$ cat src/hdl/tte_pkg.sv
package tte_pkg;

	// history ring
	localparam int HISTORY_DEPTH = 8;
	localparam int TIME_W        = 40;
	localparam int ADDR_W        = $clog2(HISTORY_DEPTH);
	localparam int CNT_W         = $clog2(HISTORY_DEPTH + 1);

	// interval sum and divider
	localparam int SUM_W  = TIME_W + ADDR_W;
	localparam int NUM_W  = SUM_W + 1;
	localparam int QUO_W  = 20;
	localparam int DSH_W  = SUM_W + QUO_W;
	localparam int QCNT_W = $clog2(QUO_W);

	// twice the ms-to-BPM scale, tenths and whole
	localparam int SCALE_TENTHS_X2 = 1200000;
	localparam int SCALE_WHOLE_X2  = 120000;

	// field and register widths
	localparam int TIMEOUT_W = 16;
	localparam int BPM_W     = 10;
	localparam int TENTHS_W  = 14;
	localparam int TAPS_W    = 4;
	localparam int PADDR_W   = 4;
	localparam int PDATA_W   = 32;

	localparam logic [TIMEOUT_W-1:0] TIMEOUT_RST = TIMEOUT_W'(2000);
	localparam logic [BPM_W-1:0]     MIN_BPM_RST = BPM_W'(30);
	localparam logic [BPM_W-1:0]     MAX_BPM_RST = BPM_W'(300);

	localparam logic REQ_TAP   = 1'b0;
	localparam logic REQ_CLEAR = 1'b1;

	typedef enum logic [1:0] {
		REG_TIMEOUT = 2'd0,
		REG_MIN_BPM = 2'd1,
		REG_MAX_BPM = 2'd2
	} reg_idx_t;

	typedef enum logic [6:0] {
		ST_IDLE  = 7'b0000001,
		ST_PREV  = 7'b0000010,
		ST_WALK  = 7'b0000100,
		ST_PREP  = 7'b0001000,
		ST_DIV   = 7'b0010000,
		ST_CLAMP = 7'b0100000,
		ST_DONE  = 7'b1000000
	} state_t;

	typedef struct packed {
		logic              req_type;
		logic [TIME_W-1:0] tap_time_ms;
	} req_t;

	typedef struct packed {
		logic [TENTHS_W-1:0] bpm_tenths;
		logic [BPM_W-1:0]    tempo_whole;
		logic [TAPS_W-1:0]   taps_held;
	} rsp_t;

endpackage

$ cat src/hdl/tte_ram.sv
module tte_ram #(
	parameter int WIDTH = 8,
	parameter int DEPTH = 16
) (
	input  logic                     clk,
	input  logic                     we,
	input  logic [$clog2(DEPTH)-1:0] waddr,
	input  logic [WIDTH-1:0]         wdata,
	input  logic [$clog2(DEPTH)-1:0] raddr,
	output logic [WIDTH-1:0]         rdata
);

	logic [WIDTH-1:0] mem [DEPTH];

	always_ff @(posedge clk) begin
		if (we) begin
			mem[waddr] <= wdata;
		end
		rdata <= mem[raddr];
	end

endmodule

$ cat src/hdl/tap_tempo_estimator.sv
// Tap tempo estimator. Each request on the req channel either records a tap
// (req_type 0, with a millisecond timestamp) or clears the tap history
// (req_type 1); every request yields exactly one result on the rsp channel.
// The last HISTORY_DEPTH timestamps live in a one-port-write, one-port-read
// RAM. A tap more than timeout_ms after the previous stored tap restarts the
// history. The positive gaps between consecutive stored taps are summed and
// counted, and the tempo 60000*count/sum is given in tenths and whole BPM,
// rounded half up and clamped to min_bpm first and max_bpm second (max wins).
// Both tempo fields are 0 with fewer than two taps or no positive gap.
// Sequence: a clear goes straight to its result. A tap first reads the
// previous tap from the RAM. With two or more taps held, the interval walk
// reads each stored tap but the newest, which is still in now_q, and then a
// 20-step shift-subtract divider works out both tempo quotients at once,
// followed by the clamp. Without a positive gap the divider is skipped, and
// a lone tap skips the walk as well.
// The result sits in an output register, so a new request is taken while a
// finished result still waits for rsp_stall to drop. Registers (APB, 32-bit):
// 0x0 timeout_ms, 0x4 min_bpm, 0x8 max_bpm; write them only while idle.
module tap_tempo_estimator
	import tte_pkg::*;
(
	input  logic               clk,
	input  logic               arst_n,

	input  logic               req_valid,
	output logic               req_stall,
	input  req_t               req,

	output logic               rsp_valid,
	input  logic               rsp_stall,
	output rsp_t               rsp,

	input  logic               psel,
	input  logic               penable,
	input  logic               pwrite,
	input  logic [PADDR_W-1:0] paddr,
	input  logic [PDATA_W-1:0] pwdata,
	output logic [PDATA_W-1:0] prdata,
	output logic               pready
);

	// ---------------------------------------------------------------- config
	logic [TIMEOUT_W-1:0] timeout_q;
	logic [BPM_W-1:0]     min_bpm_q;
	logic [BPM_W-1:0]     max_bpm_q;
	logic                 cfg_wr;
	reg_idx_t             cfg_idx;

	assign pready  = 1'b1;
	assign cfg_wr  = psel && penable && pwrite;
	assign cfg_idx = reg_idx_t'(paddr[PADDR_W-1:2]);

	always_comb begin
		case (cfg_idx)
			REG_TIMEOUT: prdata = PDATA_W'(timeout_q);
			REG_MIN_BPM: prdata = PDATA_W'(min_bpm_q);
			REG_MAX_BPM: prdata = PDATA_W'(max_bpm_q);
			default:     prdata = '0;
		endcase
	end

	always_ff @(posedge clk or negedge arst_n) begin
		if (!arst_n) begin
			timeout_q <= TIMEOUT_RST;
			min_bpm_q <= MIN_BPM_RST;
			max_bpm_q <= MAX_BPM_RST;
		end else if (cfg_wr) begin
			case (cfg_idx)
				REG_TIMEOUT: timeout_q <= pwdata[TIMEOUT_W-1:0];
				REG_MIN_BPM: min_bpm_q <= pwdata[BPM_W-1:0];
				REG_MAX_BPM: max_bpm_q <= pwdata[BPM_W-1:0];
				default: ;
			endcase
		end
	end

	// ------------------------------------------------------------ registers
	state_t              state_q;
	logic [CNT_W-1:0]    valid_q;      // taps held
	logic [ADDR_W-1:0]   slot_q;       // next slot to write
	logic [CNT_W-1:0]    rd_idx_q;     // walk reads issued
	logic                rd_vld_s1;    // RAM data of a walk read is present
	logic                rsp_valid_q;
	rsp_t                rsp_q;

	logic [TIME_W-1:0]   now_q;
	logic [ADDR_W-1:0]   rd_addr_q;
	logic                first_q;
	logic [TIME_W-1:0]   a_q;          // previous element of the walk
	logic [SUM_W-1:0]    sum_q;
	logic [CNT_W-1:0]    n_q;
	logic [NUM_W-1:0]    rem10_q;
	logic [NUM_W-1:0]    rem1_q;
	logic [QUO_W-1:0]    q10_q;
	logic [QUO_W-1:0]    q1_q;
	logic [DSH_W-1:0]    dsh_q;        // 2*sum, shifted to the current quotient bit
	logic [QCNT_W-1:0]   qcnt_q;
	rsp_t                pend_q;       // finished result awaiting the output register

	// ------------------------------------------------------------------ RAM
	logic                ram_we;
	logic [ADDR_W-1:0]   ram_waddr;
	logic [ADDR_W-1:0]   ram_raddr;
	logic [TIME_W-1:0]   ram_rdata;
	logic [ADDR_W-1:0]   last_addr;

	tte_ram #(
		.WIDTH (TIME_W),
		.DEPTH (HISTORY_DEPTH)
	) u_ring (
		.clk   (clk),
		.we    (ram_we),
		.waddr (ram_waddr),
		.wdata (now_q),
		.raddr (ram_raddr),
		.rdata (ram_rdata)
	);

	assign last_addr = (slot_q == '0) ? ADDR_W'(HISTORY_DEPTH - 1) : slot_q - 1'b1;
	assign ram_raddr = (state_q == ST_IDLE) ? last_addr : rd_addr_q;

	// ------------------------------------------------- previous-tap decision
	logic [TIME_W-1:0]   gap;
	logic                timed_out;
	logic [CNT_W-1:0]    base_cnt;
	logic [CNT_W-1:0]    v_new;
	logic [ADDR_W-1:0]   slot_new;
	logic [ADDR_W:0]     old_sum;
	logic [ADDR_W:0]     old_wrap;
	logic [ADDR_W-1:0]   oldest;

	always_comb begin
		gap       = now_q - ram_rdata;
		timed_out = (valid_q != '0) && (now_q >= ram_rdata) &&
		            (gap > TIME_W'(timeout_q));
		base_cnt  = timed_out ? '0 : valid_q;
		ram_waddr = timed_out ? '0 : slot_q;
		ram_we    = (state_q == ST_PREV);
		v_new     = (base_cnt < CNT_W'(HISTORY_DEPTH)) ? base_cnt + 1'b1 : base_cnt;
		slot_new  = (ram_waddr == ADDR_W'(HISTORY_DEPTH - 1)) ? '0 : ram_waddr + 1'b1;
		old_sum   = (ADDR_W + 1)'(slot_new) + (ADDR_W + 1)'(HISTORY_DEPTH) -
		            (ADDR_W + 1)'(v_new);
		old_wrap  = (old_sum >= (ADDR_W + 1)'(HISTORY_DEPTH)) ?
		            old_sum - (ADDR_W + 1)'(HISTORY_DEPTH) : old_sum;
		oldest    = old_wrap[ADDR_W-1:0];
	end

	// ------------------------------------------------------- interval walk
	logic                rd_issue;
	logic                inject;
	logic                walk_proc;
	logic [TIME_W-1:0]   elem;

	always_comb begin
		rd_issue  = (state_q == ST_WALK) && (rd_idx_q < valid_q - 1'b1);
		// newest tap is still in now_q, so it closes the walk without a read
		inject    = (state_q == ST_WALK) && !rd_issue && !rd_vld_s1;
		walk_proc = rd_vld_s1 || inject;
		elem      = rd_vld_s1 ? ram_rdata : now_q;
	end

	// ------------------------------------------------------------- divider
	logic                ge10;
	logic                ge1;

	assign ge10 = DSH_W'(rem10_q) >= dsh_q;
	assign ge1  = DSH_W'(rem1_q) >= dsh_q;

	// --------------------------------------------------------------- clamp
	logic [QUO_W-1:0]    lo10;
	logic [QUO_W-1:0]    hi10;
	logic [QUO_W-1:0]    lo1;
	logic [QUO_W-1:0]    hi1;
	logic [QUO_W-1:0]    c10a;
	logic [QUO_W-1:0]    c10;
	logic [QUO_W-1:0]    c1a;
	logic [QUO_W-1:0]    c1;

	always_comb begin
		lo10 = QUO_W'(min_bpm_q) * QUO_W'(10);
		hi10 = QUO_W'(max_bpm_q) * QUO_W'(10);
		lo1  = QUO_W'(min_bpm_q);
		hi1  = QUO_W'(max_bpm_q);
		c10a = (q10_q < lo10) ? lo10 : q10_q;
		c10  = (c10a > hi10) ? hi10 : c10a;
		c1a  = (q1_q < lo1) ? lo1 : q1_q;
		c1   = (c1a > hi1) ? hi1 : c1a;
	end

	function automatic logic [TAPS_W-1:0] taps_of(input logic [CNT_W-1:0] cnt);
		logic [CNT_W+TAPS_W-1:0] ext;
		ext = (CNT_W + TAPS_W)'(cnt);
		return ext[TAPS_W-1:0];
	endfunction

	// ------------------------------------------------------------- control
	logic req_take;
	logic rsp_load;

	assign req_stall = (state_q != ST_IDLE);
	assign req_take  = req_valid && !req_stall;
	assign rsp_load  = (state_q == ST_DONE) && (!rsp_valid_q || !rsp_stall);

	always_ff @(posedge clk or negedge arst_n) begin
		if (!arst_n) begin
			state_q     <= ST_IDLE;
			valid_q     <= '0;
			slot_q      <= '0;
			rd_idx_q    <= '0;
			rd_vld_s1   <= 1'b0;
			rsp_valid_q <= 1'b0;
		end else begin
			// a new result may replace the one taken at this same edge
			if (rsp_load) begin
				rsp_valid_q <= 1'b1;
			end else if (rsp_valid_q && !rsp_stall) begin
				rsp_valid_q <= 1'b0;
			end
			rd_vld_s1 <= rd_issue;
			case (state_q)
				ST_IDLE: begin
					if (req_take) begin
						if (req.req_type == REQ_CLEAR) begin
							valid_q <= '0;
							slot_q  <= '0;
							state_q <= ST_DONE;
						end else begin
							state_q <= ST_PREV;
						end
					end
				end
				ST_PREV: begin
					valid_q  <= v_new;
					slot_q   <= slot_new;
					rd_idx_q <= '0;
					state_q  <= (v_new < CNT_W'(2)) ? ST_DONE : ST_WALK;
				end
				ST_WALK: begin
					if (rd_issue) begin
						rd_idx_q <= rd_idx_q + 1'b1;
					end
					if (inject) begin
						state_q <= ST_PREP;
					end
				end
				ST_PREP: begin
					state_q <= (n_q == '0) ? ST_DONE : ST_DIV;
				end
				ST_DIV: begin
					if (qcnt_q == '0) begin
						state_q <= ST_CLAMP;
					end
				end
				ST_CLAMP: begin
					state_q <= ST_DONE;
				end
				ST_DONE: begin
					if (rsp_load) begin
						state_q <= ST_IDLE;
					end
				end
				default: begin
					state_q <= ST_IDLE;
				end
			endcase
		end
	end

	// ------------------------------------------------------------ datapath
	always_ff @(posedge clk) begin
		if (rsp_load) begin
			rsp_q <= pend_q;
		end
		case (state_q)
			ST_IDLE: begin
				now_q  <= req.tap_time_ms;
				pend_q <= '0;
			end
			ST_PREV: begin
				rd_addr_q <= oldest;
				first_q   <= 1'b1;
				sum_q     <= '0;
				n_q       <= '0;
				pend_q    <= '{bpm_tenths: '0, tempo_whole: '0, taps_held: taps_of(v_new)};
			end
			ST_WALK: begin
				if (rd_issue) begin
					rd_addr_q <= (rd_addr_q == ADDR_W'(HISTORY_DEPTH - 1)) ?
					             '0 : rd_addr_q + 1'b1;
				end
				if (walk_proc) begin
					first_q <= 1'b0;
					a_q     <= elem;
					if (!first_q && (elem > a_q)) begin
						sum_q <= sum_q + SUM_W'(elem - a_q);
						n_q   <= n_q + 1'b1;
					end
				end
			end
			ST_PREP: begin
				// numerators 2*scale*n + sum; divisor 2*sum aligned to the top bit
				rem10_q <= NUM_W'(SCALE_TENTHS_X2) * NUM_W'(n_q) + NUM_W'(sum_q);
				rem1_q  <= NUM_W'(SCALE_WHOLE_X2) * NUM_W'(n_q) + NUM_W'(sum_q);
				dsh_q   <= {sum_q, {QUO_W{1'b0}}};
				qcnt_q  <= QCNT_W'(QUO_W - 1);
				q10_q   <= '0;
				q1_q    <= '0;
			end
			ST_DIV: begin
				if (ge10) begin
					rem10_q <= rem10_q - dsh_q[NUM_W-1:0];
				end
				if (ge1) begin
					rem1_q <= rem1_q - dsh_q[NUM_W-1:0];
				end
				q10_q  <= {q10_q[QUO_W-2:0], ge10};
				q1_q   <= {q1_q[QUO_W-2:0], ge1};
				dsh_q  <= dsh_q >> 1;
				qcnt_q <= qcnt_q - 1'b1;
			end
			ST_CLAMP: begin
				pend_q <= '{bpm_tenths: c10[TENTHS_W-1:0], tempo_whole: c1[BPM_W-1:0],
				           taps_held: pend_q.taps_held};
			end
			default: ;
		endcase
	end

	assign rsp_valid = rsp_valid_q;
	assign rsp       = rsp_q;

endmodule
$ cat config.mk
export PLATFORM = sky130hd
export DESIGN_NAME = tap_tempo_estimator
export DESIGN_NICKNAME = d
export VERILOG_FILES = /design/src/hdl/tte_pkg.sv /design/src/hdl/tte_ram.sv /design/src/hdl/tap_tempo_estimator.sv
export SDC_FILE = /design/constraint.sdc
export NUM_CORES = 2
export LEC_CHECK = 0
export BUFFER_PORTS_ARGS = -buffer_cell sky130_fd_sc_hd__buf_4
export CAP_MARGIN = 30
export CORE_MARGIN = 8
export CORE_UTILIZATION = 40
export CTS_BUF_LIST = sky130_fd_sc_hd__clkbuf_2
export DETAILED_ROUTE_END_ITERATION = 10
export PLACE_DENSITY = 0.52
export SYNTH_ARGS = -nofsm -noshare
export SYNTH_HDL_FRONTEND = slang
export SYNTH_HIERARCHICAL = 1
export SYNTH_SLANG_ARGS = --single-unit
$ cat constraint.sdc
create_clock -name clk -period 17.9 [get_ports clk]
set_input_delay 3.58 -clock clk [delete_from_list [all_inputs] [get_ports clk]]
set_output_delay 3.58 -clock clk [all_outputs]
set_load 0.005 [all_outputs]
Word-level counts from Yosys, hierarchy flattened
Memory sizes are Yosys's and may differ from the RTL's. A register that Yosys moved wholly into a read port is not among the register bits.
Index checks and enable logic that the tools add are counted.
- memories: 1
- bits in writable memories: 320
- register bits after elaboration: 439
- output and inout bits: 63
- input bits: 84
- logic and storage cells: 180
- $lt $le $gt $ge: 13
- multiplexer cells: 53
- bitwise logic cells: 1
- add/sub/neg operators: 18
- reduce and logical (&&, ||, !) cells: 41
- equality and inequality tests: 22
- multiply operators: 4
- memory list (name ; words ; width ; read ports ; clocked after memory_dff ; wr ports ; RTL line ; text):
    u_ring.mem ; 8 ; 40 ; 1 ; 1 ; 1 ; tte_ram.sv:13 ; logic [WIDTH-1:0] mem [DEPTH];
- operators with widths (operator ; count):
    44-bit case mux with 2 select lines ; 2
    44-bit by 63-bit greater-or-equal comparator with 1-bit output ; 2
    63-bit case mux with 2 select lines ; 1
    44-bit two-way mux ; 2
    44-bit subtractor ; 2
    43-bit two-way mux ; 2
    43-bit case mux with 2 select lines ; 1
    28-bit case mux with 3 select lines ; 1
    20-bit case mux with 2 select lines ; 2
    7-bit two-way mux ; 7
    7-bit case mux with 7 select lines ; 1
    16-bit case mux with 3 select lines ; 1
    21-bit by 43-bit adder with 44-bit output ; 1
    25-bit by 43-bit adder with 44-bit output ; 1
    43-bit adder ; 1
    40-bit by 40-bit subtractor with 41-bit output ; 1
    40-bit greater-or-equal comparator ; 1
    40-bit by 16-bit greater-than comparator with 1-bit output ; 1
    40-bit greater-than comparator ; 1
    20-bit two-way mux ; 2
    40-bit two-way mux ; 1
    40-bit subtractor ; 1
    4-bit two-way mux ; 7
    3-bit two-way mux ; 9
    other kinds (52) ; 101

Longest topological paths before layout
- word-level depth: 11
- gate-level depth with buffers: 33
- mapped depth without buffers: 32

Modules after synthesis
Netlist, hierarchy kept.
- by module, submodules not included (module ; cells each ; seq. area each (um^2) ; instances ; area each (um^2)):
    tap_tempo_estimator ; 3697 ; 12921.1 ; 1 ; 34389.2
    tte_ram ; 515 ; 10410.0 ; 1 ; 13171.4

Worst setup path after synthesis
Ideal clock, no wire load.
- path kind: in2out
- start: input paddr[2]
- end: output prdata[1]
- cell stages on the path: 4
- data required time: 14.320 ns
- slack: 9.692 ns
- data arrival time: 4.628 ns
- buffers on the path: 2
- path through: clkbuf_1 clkbuf_1 mux2i_1 o21ai_0
- cells in the longest elaborated chain, start to end: 2
- elaborated cells between the ends (all ways): 4
- classes of those cells: eq/ne (2); mux (1); reduce/logical (1)
- RTL lines (element ; RTL line ; text):
    from (decl) ; tap_tempo_estimator.sv:36 ; input logic [PADDR_W-1:0] paddr,
    2-bit equality test (tied with other cells) ; tap_tempo_estimator.sv:54 ; case (cfg_idx)
    16-bit case mux with 3 select lines (*) ; tap_tempo_estimator.sv:54 ;
    to (decl) ; tap_tempo_estimator.sv:38 ; output logic [PDATA_W-1:0] prdata,
Mark *: on every way between the ends. The rest lies on a longest branch, timed or not.

Worst setup path after layout
- start: input paddr[3]
- end: output prdata[8]
Same word-level chain as after synthesis.

==> impl_summary.md <==
Run status
The run finished with clean final reports.

Pwr
The leakage power summed over all cells is 0.0213 uW. The worst IR drop on VDD is about 0.13 mV. The power density of the placed cells is 155 mW/mm2.

Logic synthesis
After synthesis the cells add up to around 0.048 mm2. The number of unique standard cell types used by synthesis is slightly below 90. The top-area cell type share of the netlist area is between 40% and 50%.

The share of flip-flops with an asynchronous set or reset is approximately 7.0%. For this run, the number of Yosys warnings is 6. The cell accounting for the most synthesized area is edfxtp_1. The post-synthesis register bit count is 799. The average size of a mapped cell is between 10 and 15 um2.

In the synthesized netlist, the cells that appear most often are 703 x edfxtp_1, 381 x ha_1, 358 x nand2_1. By area the synthesized netlist is led by edfxtp_1 44%, ha_1 10%, mux4_1 4.4%. The number of instances in the synthesized netlist is around 4,200.

Among all flip-flop cells after synthesis, the most frequent one is edfxtp_1. The dominant cell by count in the synthesized netlist is edfxtp_1. Counting flops with a built-in enable in the synthesized netlist gives ~700. The share of synthesized area occupied by flip-flops and latches is between 40% and 50%.

Layout
The post-route standard cell area excluding fillers is ~0.052 mm2. The number of filler cells placed in the layout is 11,300. The signed area change from the synthesized netlist to the final layout is 9.70%. In the final design database the tool counted 4,927 nets.

Of the cells placed in the final design, the portion with a size suffix greater than 1 is 14.5%.

Detailed routing
The first detailed-routing pass took 5 iterations. In the final routed layout, each cell accounts on average for 19.5 um. Using the TritonRoute via totals, the vias-per-cell ratio works out to between 5 and 6. The number of remaining DRC errors is 0. The count of nets left with antenna violations once routing finished came out at 0.

The routed wire length is 120 mm. The total number of vias is around 33,000. For this block, the initial DRC count from the detailed router was 1,967.

Place
At the end of routability-driven placement, the weighted congestion stood at roughly 0.86. The count of buffers inserted at the top-level ports is between 100 and 150. Detailed placement ended at an HPWL of between 80 and 90 mm. The post-placement cell area is about 0.050 mm2.

Hold path
The path class of the lowest-slack min-delay path is flop to flop.

Global routing
Entering global routing, the biggest net connects 86 pins. The layer carrying the most global-route usage is met2. The met2 routing resource usage after global routing is just under 30%. The number of antenna violations at the first check in global routing came to 2. The first global-routing pass estimated between 150 and 200 mm of wire. Global routing finished with a remaining overflow of 0. The total global-route track usage is a little under a fifth. The met1 track demand over resource is 24.6%.

The via count of the first global-routing pass is about 33,000. The met3 routing resource usage after global routing is 3.44%.

STA
Clock skew on the completed layout was measured at 0.108 ns. The count of final hold-check violations is 0. For the final routed database, the setup TNS stands at 0 ns. The worst-case headroom to the max-slew limit is 29.7%. Setup repair after global routing left no endpoint under its margin. Dividing the final minimum period by the clock period gives between 40% and 50%. Setup violations remaining at the end of the flow were counted as 0. The number of max-slew violations in the final report was 0. The smallest clock period supported by the final layout is computed as 8.29 ns. At the pin with the least slew margin, the transition time is roughly 1.1 ns.

Based on the critical path, the design can be clocked at up to 0.121 GHz.

Critical path
Of all nets on the critical path, the largest fanout is 20. The type of the worst setup path is primary input to output port. Traced cell by cell, the critical path runs through buf_4 > nor2b_1 > nand2_1 > o21ai_0 > buf_4. The critical path launch point type is a primary input. In this design, the critical path's most frequently occurring cell is buf_4. The critical-path cell with the highest stage delay is nor2b_1. The largest single stage delay on the critical path is 0.54 ns. The category of the worst setup path capture point is an output port.

The worst endpoint required time is approximately 14 ns. At the worst endpoint, the arrival time is roughly 4.7 ns.

Clock tree
The number of clock sinks seen by CTS is 799. The tree is rooted in a clkbuf_2. For the worst-skew pair, the clock arrives at the later sink with an insertion delay of 1.60 ns.

The clock passes through at most 3 buffers. The hold buffer count at cts is 0. In this run the number of H-tree levels came out at 4. The clock-pin transition on the worst setup and hold timing paths is ~0.10 ns.

Gates resized during post-CTS repair numbered 0. The number of post-CTS setup repair buffers is 0. The number of buffers created by CTS is about 210.

TritonCTS built the clock tree.

Floorplan
The die covers 0.130 mm2. The number of ports placed on the die boundary is around 150. The width of the die is roughly 360 um. The starting density of the core is between 40% and 50%. The area of the core region is between 0.1 and 0.15 mm2.

Measured along the y axis, the die boundary spans roughly 360 um. In this run the core area contains approximately 130 standard-cell rows.

Job
The count of maximum capacitance violations is 0.
[layout by cell type (no fill, tap or decap), types with 58 or more instances in the layout]
cell        n
a21o_1    151
a21oi_1   294
buf_4     147
clkbuf_2  319
edfxtp_1  703
ha_1      381
inv_1     292
mux2_2     95
mux4_1     80
nand2_1   357
nand2b_1   58
nand3_1    65
nor2_1    252
nor3_1     64
o21ai_0   267
xnor2_1   178
xor2_1     99
[state kept, by name, summed over array words and instances, names as in the netlist, 16 cells and up]
name and flops:
now_q 40, pend_q 28, rem10_q 44, rem1_q 44
a_q 40, sum_q 43, u_ring/mem 320, q10_q 20
timeout_q 16, q1_q 20, rsp 28, dsh_q 63
u_ring/rdata 40
[path summary, 6_finish.rpt]
path                                 startpoint                  endpoint  slack [ns]  cells past startpoint
setup reg to reg             now_q[0]$_DFFE_PN_    rd_addr_q[2]$_DFFE_PP_        9.69                     30
min in group asynchronous                arst_n  max_bpm_q[4]$_DFFE_PN0P_        2.07                      1
setup / recovery                       paddr[3]                 prdata[8]        9.61                      5
hold reg to reg            pend_q[25]$_DFFE_PP_         rsp[25]$_DFFE_PP_        0.40                      0
hold / removal             pend_q[25]$_DFFE_PP_         rsp[25]$_DFFE_PP_        0.40                      0
max in group asynchronous                arst_n    state_q[3]$_DFFE_PN0P_       15.29                      1
[metal layers]
layer / vias up / part of all wire [%]
met5: - / 0
met4: 0 / 2.5
met3: 186 / 4.3
met2: 681 / 46
met1: 15700 / 48
li1: 16200 / -
[worst max-delay path, delay by kind of cell]
kind / cells / cell delay (ns)
buffers and inverters: 2 / 0.35
AOI/OAI and AO/OA: 1 / 0.13
and+or+nand+nor: 2 / 0.64
[report_power, final]
part           switching, uW  internal (uW)  leakage [uW]
sequential               221           2410       0.00759
clock                    803            495       0.00151
combinational           2390           1770        0.0122
[logic make-up after synthesis]
kind of cell | count (synthesis) | share of synthesized area (%)
simple gates | 1068 | 10.6
compound gates | 1009 | 13.2
flops | 799 | 49.1
buf+inv | 444 | 3.81
fa+ha+maj | 399 | 10.8
xor+xnor | 277 | 5.10
mux | 214 | 7.50
other cells | 2 | 0.0158
[layout make-up]
cell class	count	area (um2)	share of cell area, %
tap	1536	1920	3.68
multi-input combinational	2984	22600	43.4
clock inverter	75	385	0.739
antenna	7	17.5	0.0336
timing repair buffer	152	1190	2.29
clock buffer	319	1600	3.06
inverter	294	1100	2.12
sequential	799	23300	44.7
[metrics by stage]
step	total power (uW)	instances	worst slack [ns]	hold WS [ns]	utilization (%)
floorplan	5740	4227	9.69	0.400	-
global placement	6800	5759	9.65	0.400	42.4
CTS	8190	6158	9.58	0.400	44.1
finish	8090	6166	9.61	0.401	44.2
detailed placement	6830	5764	9.60	0.405	42.5
global route	8750	6164	9.10	0.389	44.2
No activity file was read; power rests on OpenSTA's default activity.
